## src/rtl/core/emapos_pkg.sv

```systemverilog
// Shared types and constants of the encoder motor angle positioner.
`default_nettype none

package emapos_pkg;

    // Counter widths
    localparam int COUNT_WIDTH = 32;
    localparam int DELAY_WIDTH = 16;

    // Field widths
    localparam int RATIO_W = 16;
    localparam int TICK_W  = 16;
    localparam int ANGLE_W = 16;
    localparam int POS_W   = 32;
    localparam int CMP_W   = (DELAY_WIDTH > TICK_W) ? DELAY_WIDTH : TICK_W;

    // Scaling: Q8.8 ratio, low 32 bits of the shifted product are kept
    localparam int Q_FRAC = 8;
    localparam int PROD_W = POS_W + Q_FRAC;

    // Division by a full turn: (x >> 3) * ceil(2^35 / 45) >> 35
    localparam int FULL_TURN  = 360;
    localparam int DIV_PRE    = 3;
    localparam int DIV_SHIFT  = 35;
    localparam int DIV_MAG_W  = 30;
    localparam logic [DIV_MAG_W-1:0] DIV_MAGIC = 30'd763549742;
    localparam int DIV_PROD_W = POS_W - DIV_PRE + DIV_MAG_W;
    localparam int QUOT_W     = 24;
    localparam int REM_W      = 9;
    localparam int DIST_W     = 12;

    // Pipeline stages ahead of the result register
    localparam int STAGES = 6;

    // Register reset values
    localparam logic [RATIO_W-1:0] RATIO_RESET  = 16'd256;
    localparam logic [TICK_W-1:0]  BRAKE_RESET  = 16'd50;
    localparam logic [TICK_W-1:0]  SETTLE_RESET = 16'd100;

    // Configuration register indexes
    localparam int CFG_IDX_W = 2;
    typedef enum logic [CFG_IDX_W-1:0] {
        CFG_DEGREE_RATIO = 2'd0,
        CFG_BRAKE_TICKS  = 2'd1,
        CFG_SETTLE_TICKS = 2'd2
    } t_cfg_index;

    // Controller phase
    typedef enum logic [3:0] {
        PH_IDLE   = 4'b0001,
        PH_RUN    = 4'b0010,
        PH_BRAKE  = 4'b0100,
        PH_SETTLE = 4'b1000
    } t_phase;

    // Per-item control fields carried down the pipeline
    typedef struct packed {
        logic             tick;
        logic             cmd;
        logic             ang_ok;
        logic [REM_W-1:0] ang;
        logic             mdir;
    } t_ctl;

endpackage

`default_nettype wire

```

## src/rtl/core/emapos_sample_if.sv

```systemverilog
// Input channel: one encoder and command sample per item.
`default_nettype none

interface emapos_sample_if import emapos_pkg::*; ();
    logic               valid;
    logic               ready;
    logic               enc_a;
    logic               enc_b;
    logic               time_tick;
    logic               cmd_valid;
    logic [ANGLE_W-1:0] cmd_angle;

    modport source (output valid, enc_a, enc_b, time_tick, cmd_valid, cmd_angle,
                    input ready);
    modport sink   (input valid, enc_a, enc_b, time_tick, cmd_valid, cmd_angle,
                    output ready);
endinterface

`default_nettype wire

```

## src/rtl/core/emapos_result_if.sv

```systemverilog
// Output channel: drive levels, status and position per item.
`default_nettype none

interface emapos_result_if import emapos_pkg::*; ();
    logic                    valid;
    logic                    ready;
    logic                    drive_fwd;
    logic                    drive_back;
    logic                    busy_res;
    logic signed [POS_W-1:0] position;
    logic                    cmd_rejected;

    modport source (output valid, drive_fwd, drive_back, busy_res, position,
                    cmd_rejected, input ready);
    modport sink   (input valid, drive_fwd, drive_back, busy_res, position,
                    cmd_rejected, output ready);
endinterface

`default_nettype wire

```

## src/rtl/core/emapos_cfg_if.sv

```systemverilog
// Configuration write channel: register index and write data.
`default_nettype none

interface emapos_cfg_if import emapos_pkg::*; ();
    logic                 valid;
    logic                 ready;
    logic [CFG_IDX_W-1:0] reg_index;
    logic [RATIO_W-1:0]   wdata;

    modport source (output valid, reg_index, wdata, input ready);
    modport sink   (input valid, reg_index, wdata, output ready);
endinterface

`default_nettype wire

```

## src/rtl/core/encoder_motor_angle_positioner_core.sv

```systemverilog
// Quadrature encoder position controller with go-to-angle commands.
//
// Channels: i_sample takes one item per pin sample (encoder A and B levels,
// timebase tick, optional angle command). o_result gives exactly one item per
// sample: drive pin levels, busy flag, scaled position and a reject flag.
// i_cfg writes the ratio, brake and settle registers; it is always ready. The
// user must write it only while no items are in flight; the block does not enforce this.
// Throughput: one item per clock while the receiver takes results. An accepted
// item passes the register chain count -> magnitude -> scaling multiply ->
// sign -> divide-by-full-turn multiply -> goal -> phase before its result is valid.
// The phase logic keeps its state in the result stage, so back-to-back
// items each see the state left by the one before.
// Reset (synchronous, active low) clears the count, the phase and all stages,
// and loads the register defaults (ratio 1.0, brake 50, settle 100 ticks).
// When the receiver stalls, the result register holds and stages fill up
// from the back; i_sample.ready falls only when every stage is occupied.
`default_nettype none

module encoder_motor_angle_positioner_core import emapos_pkg::*; (
    input  wire logic       i_clk,
    input  wire logic       i_rst_n,
    emapos_sample_if.sink   i_sample,
    emapos_result_if.source o_result,
    emapos_cfg_if.sink      i_cfg
);

    // Configuration registers
    logic [RATIO_W-1:0] r_ratio;
    logic [TICK_W-1:0]  r_brake;
    logic [TICK_W-1:0]  r_settle;

    // Encoder state
    logic [COUNT_WIDTH-1:0] r_pulse_count, n_pulse_count;
    logic                   r_mdir, n_mdir;
    logic                   r_last_a;

    // Controller state
    t_phase                  r_phase, n_phase;
    logic signed [POS_W-1:0] r_goal, n_goal;
    logic                    r_run_dir, n_run_dir;
    logic [DELAY_WIDTH-1:0]  r_wait, n_wait;

    // Pipeline handshake
    logic [STAGES-1:0] r_vld;
    logic [STAGES-1:0] st_free;
    logic [STAGES-1:0] st_load;
    logic              out_free;
    logic              out_load;
    logic              in_accept;
    t_ctl              r_ctl [STAGES];
    t_ctl              in_ctl;

    // Stage payloads
    logic [COUNT_WIDTH-1:0]  r_s1_count;
    logic [COUNT_WIDTH-1:0]  r_s2_mag;
    logic                    r_s2_neg;
    logic [POS_W-1:0]        r_s3_q;
    logic                    r_s3_neg;
    logic signed [POS_W-1:0] r_s4_pos;
    logic [POS_W-1:0]        r_s4_abs;
    logic signed [POS_W-1:0] r_s5_pos;
    logic [REM_W-1:0]        r_s5_abs_lo;
    logic [QUOT_W-1:0]       r_s5_quot;
    logic signed [POS_W-1:0] r_s6_pos;
    logic signed [POS_W-1:0] r_s6_goal;
    logic                    r_s6_rdir;
    logic                    r_s6_go;

    // Result register
    logic                    r_out_vld;
    logic                    r_out_fwd, n_out_fwd;
    logic                    r_out_back, n_out_back;
    logic                    r_out_busy, n_out_busy;
    logic signed [POS_W-1:0] r_out_pos;
    logic                    r_out_rej, n_out_rej;

    // Combinational stage results
    logic [COUNT_WIDTH-1:0]  s2_mag;
    logic [PROD_W-1:0]       s3_prod;
    logic [POS_W-1:0]        s4_negq;
    logic signed [POS_W-1:0] s4_pos;
    logic [POS_W-1:0]        s4_abs;
    logic [DIV_PROD_W-1:0]   s5_prod;
    logic [REM_W-1:0]        s6_rem_u;
    logic signed [DIST_W-1:0] s6_rem, s6_ang, s6_dfw, s6_dbk;
    logic                    s6_up;
    logic                    s6_fwd_pick;
    logic signed [POS_W-1:0] s6_goal;

    // ---------------------------------------------------------------
    // Handshake: a stage takes an item when empty or when it drains
    // ---------------------------------------------------------------
    assign out_free = !r_out_vld || o_result.ready;
    assign out_load = out_free && r_vld[STAGES-1];

    always_comb begin
        st_free[STAGES-1] = !r_vld[STAGES-1] || out_free;
        for (int k = STAGES - 2; k >= 0; k--) begin
            st_free[k] = !r_vld[k] || st_free[k+1];
        end
        st_load[0] = st_free[0] && i_sample.valid;
        for (int k = 1; k < STAGES; k++) begin
            st_load[k] = st_free[k] && r_vld[k-1];
        end
    end

    assign i_sample.ready = st_free[0];
    assign in_accept      = st_load[0];
    assign i_cfg.ready    = 1'b1;

    always_ff @(posedge i_clk) begin
        if (!i_rst_n) begin
            r_vld     <= '0;
            r_out_vld <= 1'b0;
        end else begin
            if (st_free[0]) begin
                r_vld[0] <= i_sample.valid;
            end
            for (int k = 1; k < STAGES; k++) begin
                if (st_free[k]) begin
                    r_vld[k] <= r_vld[k-1];
                end
            end
            if (out_free) begin
                r_out_vld <= r_vld[STAGES-1];
            end
        end
    end

    // ---------------------------------------------------------------
    // Configuration writes
    // ---------------------------------------------------------------
    always_ff @(posedge i_clk) begin
        if (!i_rst_n) begin
            r_ratio  <= RATIO_RESET;
            r_brake  <= BRAKE_RESET;
            r_settle <= SETTLE_RESET;
        end else if (i_cfg.valid) begin
            unique case (i_cfg.reg_index)
                CFG_DEGREE_RATIO: r_ratio  <= i_cfg.wdata;
                CFG_BRAKE_TICKS:  r_brake  <= i_cfg.wdata;
                CFG_SETTLE_TICKS: r_settle <= i_cfg.wdata;
                default: ;
            endcase
        end
    end

    // ---------------------------------------------------------------
    // Stage 1: step the pulse count on a change of channel A
    // ---------------------------------------------------------------
    always_comb begin
        n_mdir        = r_mdir;
        n_pulse_count = r_pulse_count;
        if (i_sample.enc_a != r_last_a) begin
            // equal levels mean forward, which counts down
            n_mdir = (i_sample.enc_a != i_sample.enc_b);
            n_pulse_count = n_mdir ? r_pulse_count + COUNT_WIDTH'(1)
                                   : r_pulse_count - COUNT_WIDTH'(1);
        end
    end

    always_comb begin
        in_ctl.tick   = i_sample.time_tick;
        in_ctl.cmd    = i_sample.cmd_valid;
        in_ctl.ang_ok = i_sample.cmd_angle < ANGLE_W'(FULL_TURN);
        in_ctl.ang    = i_sample.cmd_angle[REM_W-1:0];
        in_ctl.mdir   = n_mdir;
    end

    always_ff @(posedge i_clk) begin
        if (!i_rst_n) begin
            r_pulse_count <= '0;
            r_mdir        <= 1'b1;
            r_last_a      <= 1'b0;
        end else if (in_accept) begin
            r_pulse_count <= n_pulse_count;
            r_mdir        <= n_mdir;
            r_last_a      <= i_sample.enc_a;
        end
    end

    always_ff @(posedge i_clk) begin
        if (in_accept) begin
            r_s1_count <= n_pulse_count;
        end
    end

    // Carry the control fields alongside the payload
    always_ff @(posedge i_clk) begin
        if (in_accept) begin
            r_ctl[0] <= in_ctl;
        end
        for (int k = 1; k < STAGES; k++) begin
            if (st_load[k]) begin
                r_ctl[k] <= r_ctl[k-1];
            end
        end
    end

    // ---------------------------------------------------------------
    // Stage 2: magnitude of the count
    // ---------------------------------------------------------------
    assign s2_mag = r_s1_count[COUNT_WIDTH-1] ? COUNT_WIDTH'(0) - r_s1_count : r_s1_count;

    always_ff @(posedge i_clk) begin
        if (st_load[1]) begin
            r_s2_mag <= s2_mag;
            r_s2_neg <= r_s1_count[COUNT_WIDTH-1];
        end
    end

    // ---------------------------------------------------------------
    // Stage 3: scale by the Q8.8 ratio, keep 32 bits above the point
    // ---------------------------------------------------------------
    assign s3_prod = PROD_W'(r_s2_mag) * PROD_W'(r_ratio);

    always_ff @(posedge i_clk) begin
        if (st_load[2]) begin
            r_s3_q   <= s3_prod[PROD_W-1:Q_FRAC];
            r_s3_neg <= r_s2_neg;
        end
    end

    // ---------------------------------------------------------------
    // Stage 4: apply the sign and form the absolute position
    // ---------------------------------------------------------------
    assign s4_negq = POS_W'(0) - r_s3_q;
    assign s4_pos  = r_s3_neg ? s4_negq : r_s3_q;
    assign s4_abs  = (s4_pos[POS_W-1] == r_s3_neg) ? r_s3_q : s4_negq;

    always_ff @(posedge i_clk) begin
        if (st_load[3]) begin
            r_s4_pos <= s4_pos;
            r_s4_abs <= s4_abs;
        end
    end

    // ---------------------------------------------------------------
    // Stage 5: whole turns by reciprocal multiply
    // ---------------------------------------------------------------
    assign s5_prod = DIV_PROD_W'(r_s4_abs >> DIV_PRE) * DIV_PROD_W'(DIV_MAGIC);

    always_ff @(posedge i_clk) begin
        if (st_load[4]) begin
            r_s5_pos    <= r_s4_pos;
            r_s5_abs_lo <= r_s4_abs[REM_W-1:0];
            r_s5_quot   <= s5_prod[DIV_SHIFT+QUOT_W-1:DIV_SHIFT];
        end
    end

    // ---------------------------------------------------------------
    // Stage 6: nearest matching angle and the shorter way to it
    // ---------------------------------------------------------------
    always_comb begin
        // remainder stays below a full turn, so nine bits are enough
        s6_rem_u = r_s5_abs_lo - REM_W'(r_s5_quot[REM_W-1:0] * REM_W'(FULL_TURN));
        s6_rem   = r_s5_pos[POS_W-1] ? DIST_W'(0) - DIST_W'(s6_rem_u)
                                     : DIST_W'(s6_rem_u);
        s6_ang   = DIST_W'(r_ctl[4].ang);
        s6_up    = s6_ang > s6_rem;
        if (s6_up) begin
            s6_dfw = s6_rem + DIST_W'(FULL_TURN) - s6_ang;
            s6_dbk = s6_ang - s6_rem;
        end else begin
            s6_dfw = s6_rem - s6_ang;
            s6_dbk = DIST_W'(FULL_TURN) + s6_ang - s6_rem;
        end
        // ties go backward
        s6_fwd_pick = s6_dfw < s6_dbk;
        s6_goal = s6_fwd_pick ? r_s5_pos - POS_W'(s6_dfw) : r_s5_pos + POS_W'(s6_dbk);
    end

    always_ff @(posedge i_clk) begin
        if (st_load[5]) begin
            r_s6_pos  <= r_s5_pos;
            r_s6_goal <= s6_goal;
            r_s6_rdir <= !s6_fwd_pick;
            r_s6_go   <= s6_ang != s6_rem;
        end
    end

    // ---------------------------------------------------------------
    // Result stage: run, brake and settle sequencing
    // ---------------------------------------------------------------
    always_comb begin
        t_ctl ctl;
        logic reached;
        ctl        = r_ctl[STAGES-1];
        n_phase    = r_phase;
        n_goal     = r_goal;
        n_run_dir  = r_run_dir;
        n_wait     = r_wait;
        n_out_rej  = 1'b0;
        reached    = 1'b0;

        // start a move from idle
        if (n_phase == PH_IDLE && ctl.cmd) begin
            if (!ctl.ang_ok) begin
                n_out_rej = 1'b1;
            end else if (r_s6_go) begin
                n_run_dir = r_s6_rdir;
                n_goal    = r_s6_goal;
                n_phase   = PH_RUN;
            end
        end

        // stop once the goal is reached or passed
        if (n_phase == PH_RUN) begin
            reached = n_run_dir ? (r_s6_pos >= n_goal) : (r_s6_pos <= n_goal);
            if (reached) begin
                n_phase   = PH_BRAKE;
                n_run_dir = !ctl.mdir;
                n_wait    = '0;
            end
        end

        // reverse drive for the brake time
        if (n_phase == PH_BRAKE) begin
            if (r_phase == PH_BRAKE && ctl.tick && n_wait != '1) begin
                n_wait = n_wait + DELAY_WIDTH'(1);
            end
            if (CMP_W'(n_wait) >= CMP_W'(r_brake) || n_wait == '1) begin
                n_phase = PH_SETTLE;
                n_wait  = '0;
            end
        end

        // both drives low for the settle time
        if (n_phase == PH_SETTLE) begin
            if (r_phase == PH_SETTLE && ctl.tick && n_wait != '1) begin
                n_wait = n_wait + DELAY_WIDTH'(1);
            end
            if (CMP_W'(n_wait) >= CMP_W'(r_settle) || n_wait == '1) begin
                n_phase = PH_IDLE;
                n_wait  = '0;
            end
        end

        n_out_fwd  = (n_phase == PH_RUN || n_phase == PH_BRAKE) && !n_run_dir;
        n_out_back = (n_phase == PH_RUN || n_phase == PH_BRAKE) && n_run_dir;
        n_out_busy = n_phase != PH_IDLE;
    end

    always_ff @(posedge i_clk) begin
        if (!i_rst_n) begin
            r_phase   <= PH_IDLE;
            r_goal    <= '0;
            r_run_dir <= 1'b0;
            r_wait    <= '0;
        end else if (out_load) begin
            r_phase   <= n_phase;
            r_goal    <= n_goal;
            r_run_dir <= n_run_dir;
            r_wait    <= n_wait;
        end
    end

    always_ff @(posedge i_clk) begin
        if (out_load) begin
            r_out_fwd  <= n_out_fwd;
            r_out_back <= n_out_back;
            r_out_busy <= n_out_busy;
            r_out_pos  <= r_s6_pos;
            r_out_rej  <= n_out_rej;
        end
    end

    assign o_result.valid        = r_out_vld;
    assign o_result.drive_fwd    = r_out_fwd;
    assign o_result.drive_back   = r_out_back;
    assign o_result.busy_res     = r_out_busy;
    assign o_result.position     = r_out_pos;
    assign o_result.cmd_rejected = r_out_rej;

    // ---------------------------------------------------------------
    // Assertions
    // ---------------------------------------------------------------
    a_drive_exclusive: assert property (@(posedge i_clk) disable iff (!i_rst_n)
        r_out_vld |-> !(r_out_fwd && r_out_back))
        else $error("both drive pins high");

    a_drive_means_busy: assert property (@(posedge i_clk) disable iff (!i_rst_n)
        (r_out_vld && (r_out_fwd || r_out_back)) |-> r_out_busy)
        else $error("drive active while not busy");

    a_reject_when_idle: assert property (@(posedge i_clk) disable iff (!i_rst_n)
        (r_out_vld && r_out_rej) |-> (!r_out_busy && r_phase == PH_IDLE))
        else $error("command rejected outside idle");

    a_wait_clear_outside_timing: assert property (@(posedge i_clk) disable iff (!i_rst_n)
        (r_phase == PH_IDLE || r_phase == PH_RUN) |-> (r_wait == '0))
        else $error("tick counter left running");

    a_count_holds_without_item: assert property (@(posedge i_clk) disable iff (!i_rst_n)
        !in_accept |=> $stable(r_pulse_count))
        else $error("pulse count moved without an item");

endmodule

`default_nettype wire
```

## src/flat_wrapper.sv

```systemverilog
// flat-port wrapper written by rule: the top's interface ports become plain ports
module encoder_motor_angle_positioner_core_flat import emapos_pkg::*;
  (i_clk, i_rst_n, i_sample_valid, i_sample_enc_a, i_sample_enc_b, i_sample_time_tick, i_sample_cmd_valid, i_sample_cmd_angle, i_sample_ready, o_result_valid, o_result_drive_fwd, o_result_drive_back, o_result_busy_res, o_result_position, o_result_cmd_rejected, o_result_ready, i_cfg_valid, i_cfg_reg_index, i_cfg_wdata, i_cfg_ready);
  emapos_sample_if i_sample_i ();
  emapos_result_if o_result_i ();
  emapos_cfg_if i_cfg_i ();
  input  wire logic i_clk;
  input  wire logic i_rst_n;
  input wire logic [$bits(i_sample_i.valid)-1:0] i_sample_valid;
  input wire logic [$bits(i_sample_i.enc_a)-1:0] i_sample_enc_a;
  input wire logic [$bits(i_sample_i.enc_b)-1:0] i_sample_enc_b;
  input wire logic [$bits(i_sample_i.time_tick)-1:0] i_sample_time_tick;
  input wire logic [$bits(i_sample_i.cmd_valid)-1:0] i_sample_cmd_valid;
  input wire logic [$bits(i_sample_i.cmd_angle)-1:0] i_sample_cmd_angle;
  output wire logic [$bits(i_sample_i.ready)-1:0] i_sample_ready;
  output wire logic [$bits(o_result_i.valid)-1:0] o_result_valid;
  output wire logic [$bits(o_result_i.drive_fwd)-1:0] o_result_drive_fwd;
  output wire logic [$bits(o_result_i.drive_back)-1:0] o_result_drive_back;
  output wire logic [$bits(o_result_i.busy_res)-1:0] o_result_busy_res;
  output wire logic [$bits(o_result_i.position)-1:0] o_result_position;
  output wire logic [$bits(o_result_i.cmd_rejected)-1:0] o_result_cmd_rejected;
  input wire logic [$bits(o_result_i.ready)-1:0] o_result_ready;
  input wire logic [$bits(i_cfg_i.valid)-1:0] i_cfg_valid;
  input wire logic [$bits(i_cfg_i.reg_index)-1:0] i_cfg_reg_index;
  input wire logic [$bits(i_cfg_i.wdata)-1:0] i_cfg_wdata;
  output wire logic [$bits(i_cfg_i.ready)-1:0] i_cfg_ready;
  assign i_sample_i.valid = i_sample_valid;
  assign i_sample_i.enc_a = i_sample_enc_a;
  assign i_sample_i.enc_b = i_sample_enc_b;
  assign i_sample_i.time_tick = i_sample_time_tick;
  assign i_sample_i.cmd_valid = i_sample_cmd_valid;
  assign i_sample_i.cmd_angle = i_sample_cmd_angle;
  assign i_sample_ready = i_sample_i.ready;
  assign o_result_valid = o_result_i.valid;
  assign o_result_drive_fwd = o_result_i.drive_fwd;
  assign o_result_drive_back = o_result_i.drive_back;
  assign o_result_busy_res = o_result_i.busy_res;
  assign o_result_position = o_result_i.position;
  assign o_result_cmd_rejected = o_result_i.cmd_rejected;
  assign o_result_i.ready = o_result_ready;
  assign i_cfg_i.valid = i_cfg_valid;
  assign i_cfg_i.reg_index = i_cfg_reg_index;
  assign i_cfg_i.wdata = i_cfg_wdata;
  assign i_cfg_ready = i_cfg_i.ready;
  encoder_motor_angle_positioner_core u_core (.i_clk(i_clk), .i_rst_n(i_rst_n), .i_sample(i_sample_i), .o_result(o_result_i), .i_cfg(i_cfg_i));
endmodule
```

## config.mk

```make
export PLATFORM = sky130hd
export DESIGN_NAME = encoder_motor_angle_positioner_core_flat
export DESIGN_NICKNAME = d
export VERILOG_FILES = /design/src/rtl/core/emapos_pkg.sv /design/src/rtl/core/emapos_sample_if.sv /design/src/rtl/core/emapos_result_if.sv /design/src/rtl/core/emapos_cfg_if.sv /design/src/rtl/core/encoder_motor_angle_positioner_core.sv /design/src/flat_wrapper.sv
export SDC_FILE = /design/constraint.sdc
export NUM_CORES = 2
export LEC_CHECK = 0
export ABC_CLOCK_PERIOD_IN_PS = 11200
export BUFFER_PORTS_ARGS = -buffer_cell sky130_fd_sc_hd__buf_2
export CAP_MARGIN = 40
export CORE_AREA = 5 5 299 593
export CTS_CLUSTER_DIAMETER = 80
export DETAILED_ROUTE_END_ITERATION = 6
export DIE_AREA = 0 0 304 598
export PLACE_DENSITY = 0.49
export RECOVER_POWER = 25
export SLEW_MARGIN = 10
export SYNTH_ARGS = -nofsm -noshare
export SYNTH_HDL_FRONTEND = slang
export SYNTH_SLANG_ARGS = --single-unit
```

## constraint.sdc

```tcl
create_clock -name i_clk -period 11.2 [get_ports i_clk]
set_clock_uncertainty 0.2 [all_clocks]
set_input_delay 1.12 -clock i_clk [delete_from_list [all_inputs] [get_ports i_clk]]
set_output_delay 1.12 -clock i_clk [all_outputs]
set_load 0.05 [all_outputs]
```

==> run_results.csv <==
group,metric,value,unit
status,status,"complete, but fails checks",
status,violations,"max-capacitance violations, max-slew violations",
yosys,syn_area_per_cell,9.96,sq um
clock_network,clk_latency,0.66,ns
floorplan,die_h,598,um
floorplan,num_rows,216,
min_path,hp-class,"register to register",
worst_setup_path,cp_max_fo,7,
yosys,synth_area_leaders,"fa_1 (25%), edfxtp_1 (22%), ha_1 (12%)",
timing,fin_crit_sh,0.945,
floorplan,dieArea,182000,sq um
layout,multi_input_area,33200,sq um
layout,layoutNonFillerInstCount,7613,
yosys,ys_types,95,
worst_setup_path,crit_family,"compound AO/OA/AOI/OAI gates",
pwr,p_leak,25.4,nW
yosys,synth_edf_count,378,
detailed_routing,postRouteAntennaNets,0,
worst_setup_path,critical_path_arrival,10.98,ns
worst_setup_path,cp-end-kind,"register",
yosys,synth.area.mux_share,0.00845,
detailed_routing,drt-pass1-iter-count,6,
pwr,pwr-share-comb,0.732,
timing,fin_hold_ws,0.214,ns
clock_network,clkSlewWorstSetupHoldPaths,0.06,ns
grt,grt_pass1_vias,39400,
detailed_routing,postRouteWirelength,156000,um
yosys,yosys.area.top_type,"fa_1",
clock_network,cts-root-buf,"clkbuf_16",
floorplan,core,173000,sq um
yosys,ys_seq_area_frac,0.277,
yosys,netlist_area,51200,sq um
placement,port_buffers,80,
grt,antenna_found_initial,2,
detailed_routing,wl_per_cell,20.5,um
timing,final.min_clock_period,10.59,ns
run,drv_cap,4,
layout,drive_gt1_frac,0.0825,
clock_network,postCtsHoldBufs,0,
worst_setup_path,path_class,"register to register",
floorplan,fp.dieW,304,um
clock_network,htreeDepth,2,
pwr,switching_power,9.04,mW
yosys,synth.ff_latch_count,520,
timing,maxSlewHeadroom,-0.868,
detailed_routing,drc,0,
yosys,yosys.area_share.simple,0.135,
clock_network,clock_path_buffers,3,
clock_network,cts_tree,"yes",
yosys,synth_xor_area_frac,0.0501,
grt,grt_max_degree,66,
layout,num-nets-final,6439,
pwr,max-vdd-ir-drop,0.591,mV
timing,finalMaxSlewViolations,177,
yosys,synth_warnings,0,
yosys,synth_top_family_by_area,"adder cells",
pwr,switching_share,0.471,
floorplan,io_pins,82,
layout,synthToLayoutAreaGrowth,12.4,%
floorplan,initial_core_util,0.296,
pwr,power-per-cell-area,333,nW/um^2
grt,grt_first_pass_wirelength,236000,um
worst_setup_path,crit_buf_inv,12,
worst_setup_path,slowest_delay,0.41,ns
worst_setup_path,worstPathRequired,11.59,ns
placement,dp_hpwl,127000,um
timing,worst_slew_pin_slew,2.80,ns
yosys,syn-num-nets,6306,
worst_setup_path,cp_common_cell,"a21o_1",
yosys,synthFlopType,"edfxtp_1",
pwr,p_int,10.1,mW
yosys,post_synth_inst_count,5139,
layout,nFillCells,17700,
detailed_routing,vias,36400,
worst_setup_path,start_kind,"register",
grt,grt_usage,0.169,
clock_network,clock-sinks,520,
timing,hold_viol,0,
detailed_routing,initialDrtViolationCount,1639,
pwr,p_seq_frac,0.160,
yosys,synth_compound_area_frac,0.0812,
yosys,synthArstFlopShare,0,
detailed_routing,via_per_inst,4.78,
layout,seq_area,14200,sq um
yosys,yosysTopAreaCellShare,0.246,
timing,fmax,94.5,MHz
grt,grt_overflow,0,
pwr,clock_power_share,0.108,
clock_network,numCtsBuffers,58,
yosys,synthAdderAreaFrac,0.367,
worst_setup_path,cp_slowest_cell,"or3b_4",
timing,finalSetupViolCount,0,
placement,gp_congestion,0.911,
placement,place_inst,7489,
## cell type report
| type | count | area share |
|---|---|---|
| clock buffers | 70 | 0.0269 |
| multi-input cells | 3524 | 0.577 |
| well taps | 2289 | 0.0498 |
| flip-flops and latches | 520 | 0.247 |
| diodes | 2 | 0.0000869 |
| inverters | 915 | 0.0597 |
| clock inverters | 40 | 0.00911 |
| repair buffers | 253 | 0.0308 |
## worst paths after layout
check,start,end,slack [ns],depth (start not counted)
setup / recovery,u_core.r_phase[3],u_core.r_wait[4],0.61,60
hold / removal,u_core.r_s4_pos[29],u_core.r_s5_pos[29],0.21,0
setup reg to reg,u_core.r_phase[3],u_core.r_wait[4],0.61,60
hold reg to reg,u_core.r_s4_pos[29],u_core.r_s5_pos[29],0.21,0
## logic make-up after synthesis
logic type,Yosys count
compound gates,613
xor+xnor,290
fa+ha+maj,1124
buf+inv,1095
flops,520
mux,43
other cells,1
simple gates,1453
## power by group through the flow
stage          clock, mW  sequential, mW  combinational, mW
4_1_cts             2.14            3.06               14.0
3_3_place_gp           0            3.11               13.7
5_1_grt             2.21            3.08               15.9
3_5_place_dp           0            3.11               13.9
2_1_floorplan          0            3.01               10.5
6_report            2.07            3.07               14.0
## layout by cell type (no fill, tap or decap), types with 29 or more instances in the layout
cell and count:
inv_1 910, nand2_1 669, fa_1 628, ha_1 492
edfxtp_1 378, xnor2_1 234, nor2_1 220, and2_1 173
buf_4 151, dfxtp_1 140, a21oi_1 133, o21ai_0 119
buf_2 73, nor3_1 69, nand3_1 63, clkbuf_16 59
xor2_1 50, a21o_1 49, a21boi_0 49, nor2b_1 39
o211a_1 34, nand2b_1 33, mux2i_1 31, or3_1 29
## state kept, by name, indices dropped and copies added (netlist names), 9 cells and up
signal	count
u_core.r_s6_goal	32
u_core.r_s6_pos	32
u_core.o_result.position	32
u_core.r_s5_pos	31
u_core.r_s2_mag	32
u_core.r_ratio	16
u_core.r_s3_q	32
u_core.r_pulse_count	32
u_core.r_s5_abs_lo	9
u_core.r_s4_pos	31
u_core.r_settle	16
u_core.r_s1_count	32
u_core.r_wait	16
u_core.r_s4_abs	32
u_core.r_goal	32
u_core.r_brake	16
u_core.r_ctl	69
## metal layers
metal / up-vias / part of all wire / track usage
li1: 16900 / - / -
met1: 18400 / 0.34 / 0.164
met4: 0 / 0.065 / 0.0897
met3: 318 / 0.026 / 0.0138
met5: - / 0 / 0
met2: 737 / 0.57 / 0.349
## synthesized netlist by cell type (20+ instances only)
| cell type | n |
|---|---|
| or3_1 | 30 |
| clkbuf_1 | 154 |
| a21o_1 | 49 |
| nand2_1 | 669 |
| nor2_1 | 222 |
| o21a_1 | 27 |
| dfxtp_1 | 142 |
| a21boi_0 | 51 |
| nor3b_1 | 27 |
| nand3_1 | 63 |
| ha_1 | 496 |
| o31ai_1 | 28 |
| a21oi_1 | 136 |
| xnor2_1 | 237 |
| and3_1 | 20 |
| and2_1 | 173 |
| nand2b_1 | 33 |
| inv_1 | 914 |
| mux2i_1 | 41 |
| edfxtp_1 | 378 |
| o211a_1 | 34 |
| nor3_1 | 70 |
| a31oi_1 | 21 |
| nor2b_1 | 42 |
| xor2_1 | 51 |
| fa_1 | 628 |
| o21ai_0 | 128 |
| nand4_1 | 20 |
## worst register-to-register path, delay by kind of cell (launching register included)
family	cells	cell delay, ns
multiplexers	2	0.57
AND/OR/NAND/NOR	18	3.15
XOR/XNOR	1	0.17
flip-flops	1	0.32
AO/OA/AOI/OAI	22	3.44
adder cells (fa/ha/maj)	5	1.12
buffers and inverters	12	1.57
## stage by stage
step	util	total power, mW	TNS, ns	worst slack [ns]	area, sq um
finish	0.333	19.2	0	0.613	57600
global route	0.333	21.2	-0.186	-0.0421	57600
CTS	0.332	19.2	0	0.0276	57300
detailed placement	0.320	17.0	0	0.0774	55200
global placement	0.319	16.8	0	0.286	55000
floorplan	-	13.5	0	0.0108	51300
## repair_timing
| item | 4_1_cts | 5_1_grt |
|---|---|---|
| endpoints found under the setup margin | 7 | 25 |
| pin swaps | 0 | 20 |
| resized for setup | 2 | 67 |
| setup buffers | 0 | 12 |
| endpoints found under the hold margin | 0 | 0 |
Power figures use the tool's default switching activity.
